**src/hdl/sdr_pkg.sv**
```systemverilog
// shared types and constants for the stream duplicate remover
`timescale 1ns / 1ps

package sdr_pkg;

    // default size of the seen-value set
    localparam int MAX_DISTINCT_DEF = 64;

    // width of one list element
    localparam int VALUE_W = 32;

    // bit positions inside the result tuser
    localparam int TUSER_KEEP     = 0;
    localparam int TUSER_OVERFLOW = 1;
    localparam int TUSER_W        = 2;

    // request travelling down the cell chain
    typedef struct packed {
        logic                      valid;
        logic signed [VALUE_W-1:0] value;
        logic                      last;
        logic                      hit;     // matched a stored entry upstream
        logic                      stored;  // already written into some cell
    } sdr_token_t;

endpackage

```
**src/hdl/sdr_cell.sv**
```systemverilog
// one cell of the seen-value chain: holds one entry and passes requests on
`timescale 1ns / 1ps

module sdr_cell (
    input  logic               clk,
    input  logic               rst_n,
    input  logic               adv,
    input  sdr_pkg::sdr_token_t tok_in,
    output sdr_pkg::sdr_token_t tok_out,
    output logic               occupied
);

    sdr_pkg::sdr_token_t              tok_reg;
    sdr_pkg::sdr_token_t              tok_next;
    logic                             occ_reg;
    logic                             occ_next;
    logic signed [sdr_pkg::VALUE_W-1:0] entry_reg;
    logic signed [sdr_pkg::VALUE_W-1:0] entry_next;
    logic                             match;
    logic                             take;

    // compare against the held entry, claim the cell if it is the first free one
    always_comb
    begin
        match      = occ_reg && (entry_reg == tok_in.value);
        take       = tok_in.valid && !tok_in.hit && !tok_in.stored && !occ_reg;
        tok_next   = tok_in;
        tok_next.hit    = tok_in.hit | match;
        tok_next.stored = tok_in.stored | take;
        occ_next   = occ_reg;
        entry_next = entry_reg;
        if (adv && tok_in.valid)
        begin
            if (take)
            begin
                occ_next   = 1'b1;
                entry_next = tok_in.value;
            end
            // end of list empties the set behind this request
            if (tok_in.last)
            begin
                occ_next = 1'b0;
            end
        end
    end

    // control state and forwarded request
    always_ff @(posedge clk or negedge rst_n)
    begin
        if (!rst_n)
        begin
            tok_reg <= '0;
            occ_reg <= 1'b0;
        end
        else
        begin
            if (adv)
            begin
                tok_reg <= tok_next;
            end
            occ_reg <= occ_next;
        end
    end

    // stored entry, meaningful only while occupied
    always_ff @(posedge clk)
    begin
        entry_reg <= entry_next;
    end

    assign tok_out  = tok_reg;
    assign occupied = occ_reg;

endmodule

```
**config.mk**
```make
export PLATFORM = sky130hd
export DESIGN_NAME = sdr_cell
export DESIGN_NICKNAME = d
export VERILOG_FILES = /design/src/hdl/sdr_pkg.sv /design/src/hdl/sdr_cell.sv
export SDC_FILE = /design/constraint.sdc
export NUM_CORES = 1
export LEC_CHECK = 0
export ABC_AREA = 0
export BUFFER_PORTS_ARGS = -buffer_cell sky130_fd_sc_hd__buf_2
export CORE_MARGIN = 2
export CORE_UTILIZATION = 38
export CTS_CLUSTER_SIZE = 12
export DETAILED_ROUTE_END_ITERATION = 6
export PLACE_DENSITY_LB_ADDON = 0.15
export SLEW_MARGIN = 0
export SYNTH_ARGS = -nofsm -noshare
export SYNTH_HDL_FRONTEND = slang
export SYNTH_SLANG_ARGS = --single-unit
```
**constraint.sdc**
```tcl
create_clock -name clk -period 4.1 [get_ports clk]
set_input_delay 0.205 -clock clk [delete_from_list [all_inputs] [get_ports clk]]
set_output_delay 0.205 -clock clk [all_outputs]
set_load 0.02 [all_outputs]
```
==> impl_metrics.tcl <==
set metrics [dict create \
    hpwl_mm 3.314 \
    grtUsageMet1 0.1822 \
    reg2regPathDepth 5 \
    area_growth_pct 24.99 \
    hold_buffers 0 \
    die_y_um 88.04 \
    syn_inst 159 \
    crit_path_max_incr_delay_ps 550 \
    antenna_cells 0 \
    io_pins 76 \
    synth_top_area_cell "edfxtp_1" \
    critPathLaunchType "flip-flop" \
    synthFlopType "dfrtp_1" \
    yosysSeqAreaShare 0.7030 \
    maxCapViolCount 0 \
    period_minus_slack_ps 1747 \
    drt_first_pass_iters 4 \
    grt_max_degree 41 \
    min_path_type "in -> async" \
    wire_per_inst_um 13.76 \
    drive_gt1_frac 0.4960 \
    fin_tns_setup_ps 0 \
    timing.final.crit_share 0.4262 \
    ys_ff_latch 69 \
    status "complete, but fails checks" \
    arrival_ps 2010 \
    cts.sinks 69 \
    drcViolationCount 0 \
    drtAntennaViolNets 0 \
    clk_latency_ps 330 \
    grt_remaining_overflow 0 \
    r2r_end "tok_out[1]" \
    grt_pass1_wl_mm 7.417 \
    cts_tree "built" \
    grt_usage 0.1296 \
    synth_adder_area_share 0 \
    vdd_drop_max_mv 0.2703 \
    fin_cells 344 \
    setup_viol 0 \
    cts_made_buffers 9 \
    syn_area_um2 2684 \
    globalplace.congestion 0.6717 \
    rsz0062_at_grt "no" \
    yosysMostFrequentCell "dfrtp_1" \
    place_inst 328 \
    cts_root_buf "clkbuf_8" \
    row_count 30 \
    synth_top_family_by_area "multiplexers" \
    initialDrtViolationCount 49 \
    max_slew_margin 0.4151 \
    cts.reportedPaths.clkPinSlew_ps 70 \
    syn-num-nets 198 \
    grt_pass1_vias 1467 \
    tightestPinTransition_ps 877.4 \
    ys_types 20 \
    portBuffers 75 \
    slew_viol_final 0 \
    r2r-start "entry_reg[17]" \
    die_area_um2 7751 \
    synthTopCellsByCount "dfrtp_1, mux2_2, edfxtp_1" \
    start_util 0.3929 \
    cp-end-kind "flip-flop" \
    r2r_slack_ps 2350 \
    die_x_um 88.04 \
    h-tree-depth 3 \
    power_mw 1.451 \
    routed_via_density 4.515 \
    critPathRequiredTime_ps 4360 \
    core_um2 6832 \
    synth-simple-area-share 0.03310 \
    cts_setup_buffers 0 \
    cts_resized 0 \
    cts_buffer_depth 2 \
    use_met3 0.06126 \
    p_per_area_nw_per_um2 432.6 \
    hold_viol 37 \
    synthMuxAreaShare 0.1422 \
    synthArstFlopShare 0.5362 \
    synth-xor-area-share 0.1044 \
    vias 1553 \
    grtUsageMet2 0.1784 \
    largest_reg_flops 36 \
    synth.top_cell.area_share 0.3580 \
    critical_path_class "reg -> reg" \
    final_nets 282 \
    fmax_ghz 0.5723 \
    crit_chain "xor2_1 -> nor4_1 -> nand4_1 -> or4_1 -> o21ai_1" \
    cp_max_fo 1 \
    critPathSlowestCell "or4_1" \
    gr-max-usage-layer "met1" \
    synth-compound-area-share 0.009324 \
    finClkSkew_ps 7.966 \
    violations "negative hold slack" \
    whs_ps -19.93 \
    yosys-top-cells-area "edfxtp_1, dfrtp_1, mux2_2, xor2_1, xnor2_1" \
    synth_edf_count 32 \
    wirelength_mm 4.733 \
    ys_warn_count 0 \
    antenna_found_initial 0 \
    syn_area_per_cell_um2 16.88 \
    leakagePower_nw 1.391 \
]
==> power breakdown <==
group | switching [mW] | internal, mW | total (mW)
logic | 0.113 | 0.0829 | 0.196
clock network | 0.229 | 0.235 | 0.464
registers | 0.0214 | 0.769 | 0.791
==> layout by cell type (no fill, tap or decap), drive strengths merged, types with 2 or more instances in the layout <==
cell type	Yosys	final
dfrtp	37	37
clkinv	0	2
edfxtp	32	32
xnor2	12	12
mux2	33	33
nand4	4	4
buf	4	77
clkbuf	0	14
nor4	6	6
o21ai	2	2
xor2	20	20
==> routing by layer <==
layer,routed length [µm],vias up
met5,0,-
met4,60,0
met3,366,7
met2,2106,52
met1,2200,750
li1,-,744
==> how the worst max path moves through the flow <==
stage	start	end	slack [ps]
after floorplan	occupied	entry_reg[0]	1210
after global placement	adv	entry_reg[1]	2170
after detailed placement	adv	entry_reg[21]	2100
after CTS	entry_reg[17]	tok_out[1]	2280
after global routing	entry_reg[17]	tok_out[1]	2230
final	entry_reg[17]	tok_out[1]	2350
==> through the flow <==
stage | setup WS (ps) | hold slack (ps) | utilization | instance area, µm²
6_report | 2353 | -19.93 | 0.4910 | 3354
5_1_grt | 2229 | 48.64 | 0.4910 | 3354
4_1_cts | 2276 | 1.652 | 0.4910 | 3354
3_5_place_dp | 2103 | 372.5 | 0.4672 | 3192
3_3_place_gp | 2167 | 365.7 | 0.4672 | 3192
2_1_floorplan | 1207 | -90.59 | - | 2690
==> critical path: cells and delay by family, from the launching register on <==
| kind | cells | cell delay [ps] |
|---|---|---|
| simple gates | 3 | 1020 |
| xor+xnor | 1 | 150 |
| flops | 1 | 380 |
| compound gates | 1 | 130 |
==> cell families after synthesis <==
kind of cell | after synthesis
AOI/OAI and AO/OA | 4
DFF | 69
and+or+nand+nor | 15
xor gates and xnor gates | 32
muxes | 34
buffers and inverters | 5
==> final cells by class <==
cell class	instances	area (µm²)
clock buffers	14	152.6
clock inverters	2	10.01
fillers	647	3477
inverters	1	3.754
multi-input cells	85	790.8
flip-flops and latches	69	1887
well taps	96	120.1
repair buffers	77	390.4
No activity file was read; power rests on OpenSTA's default activity.
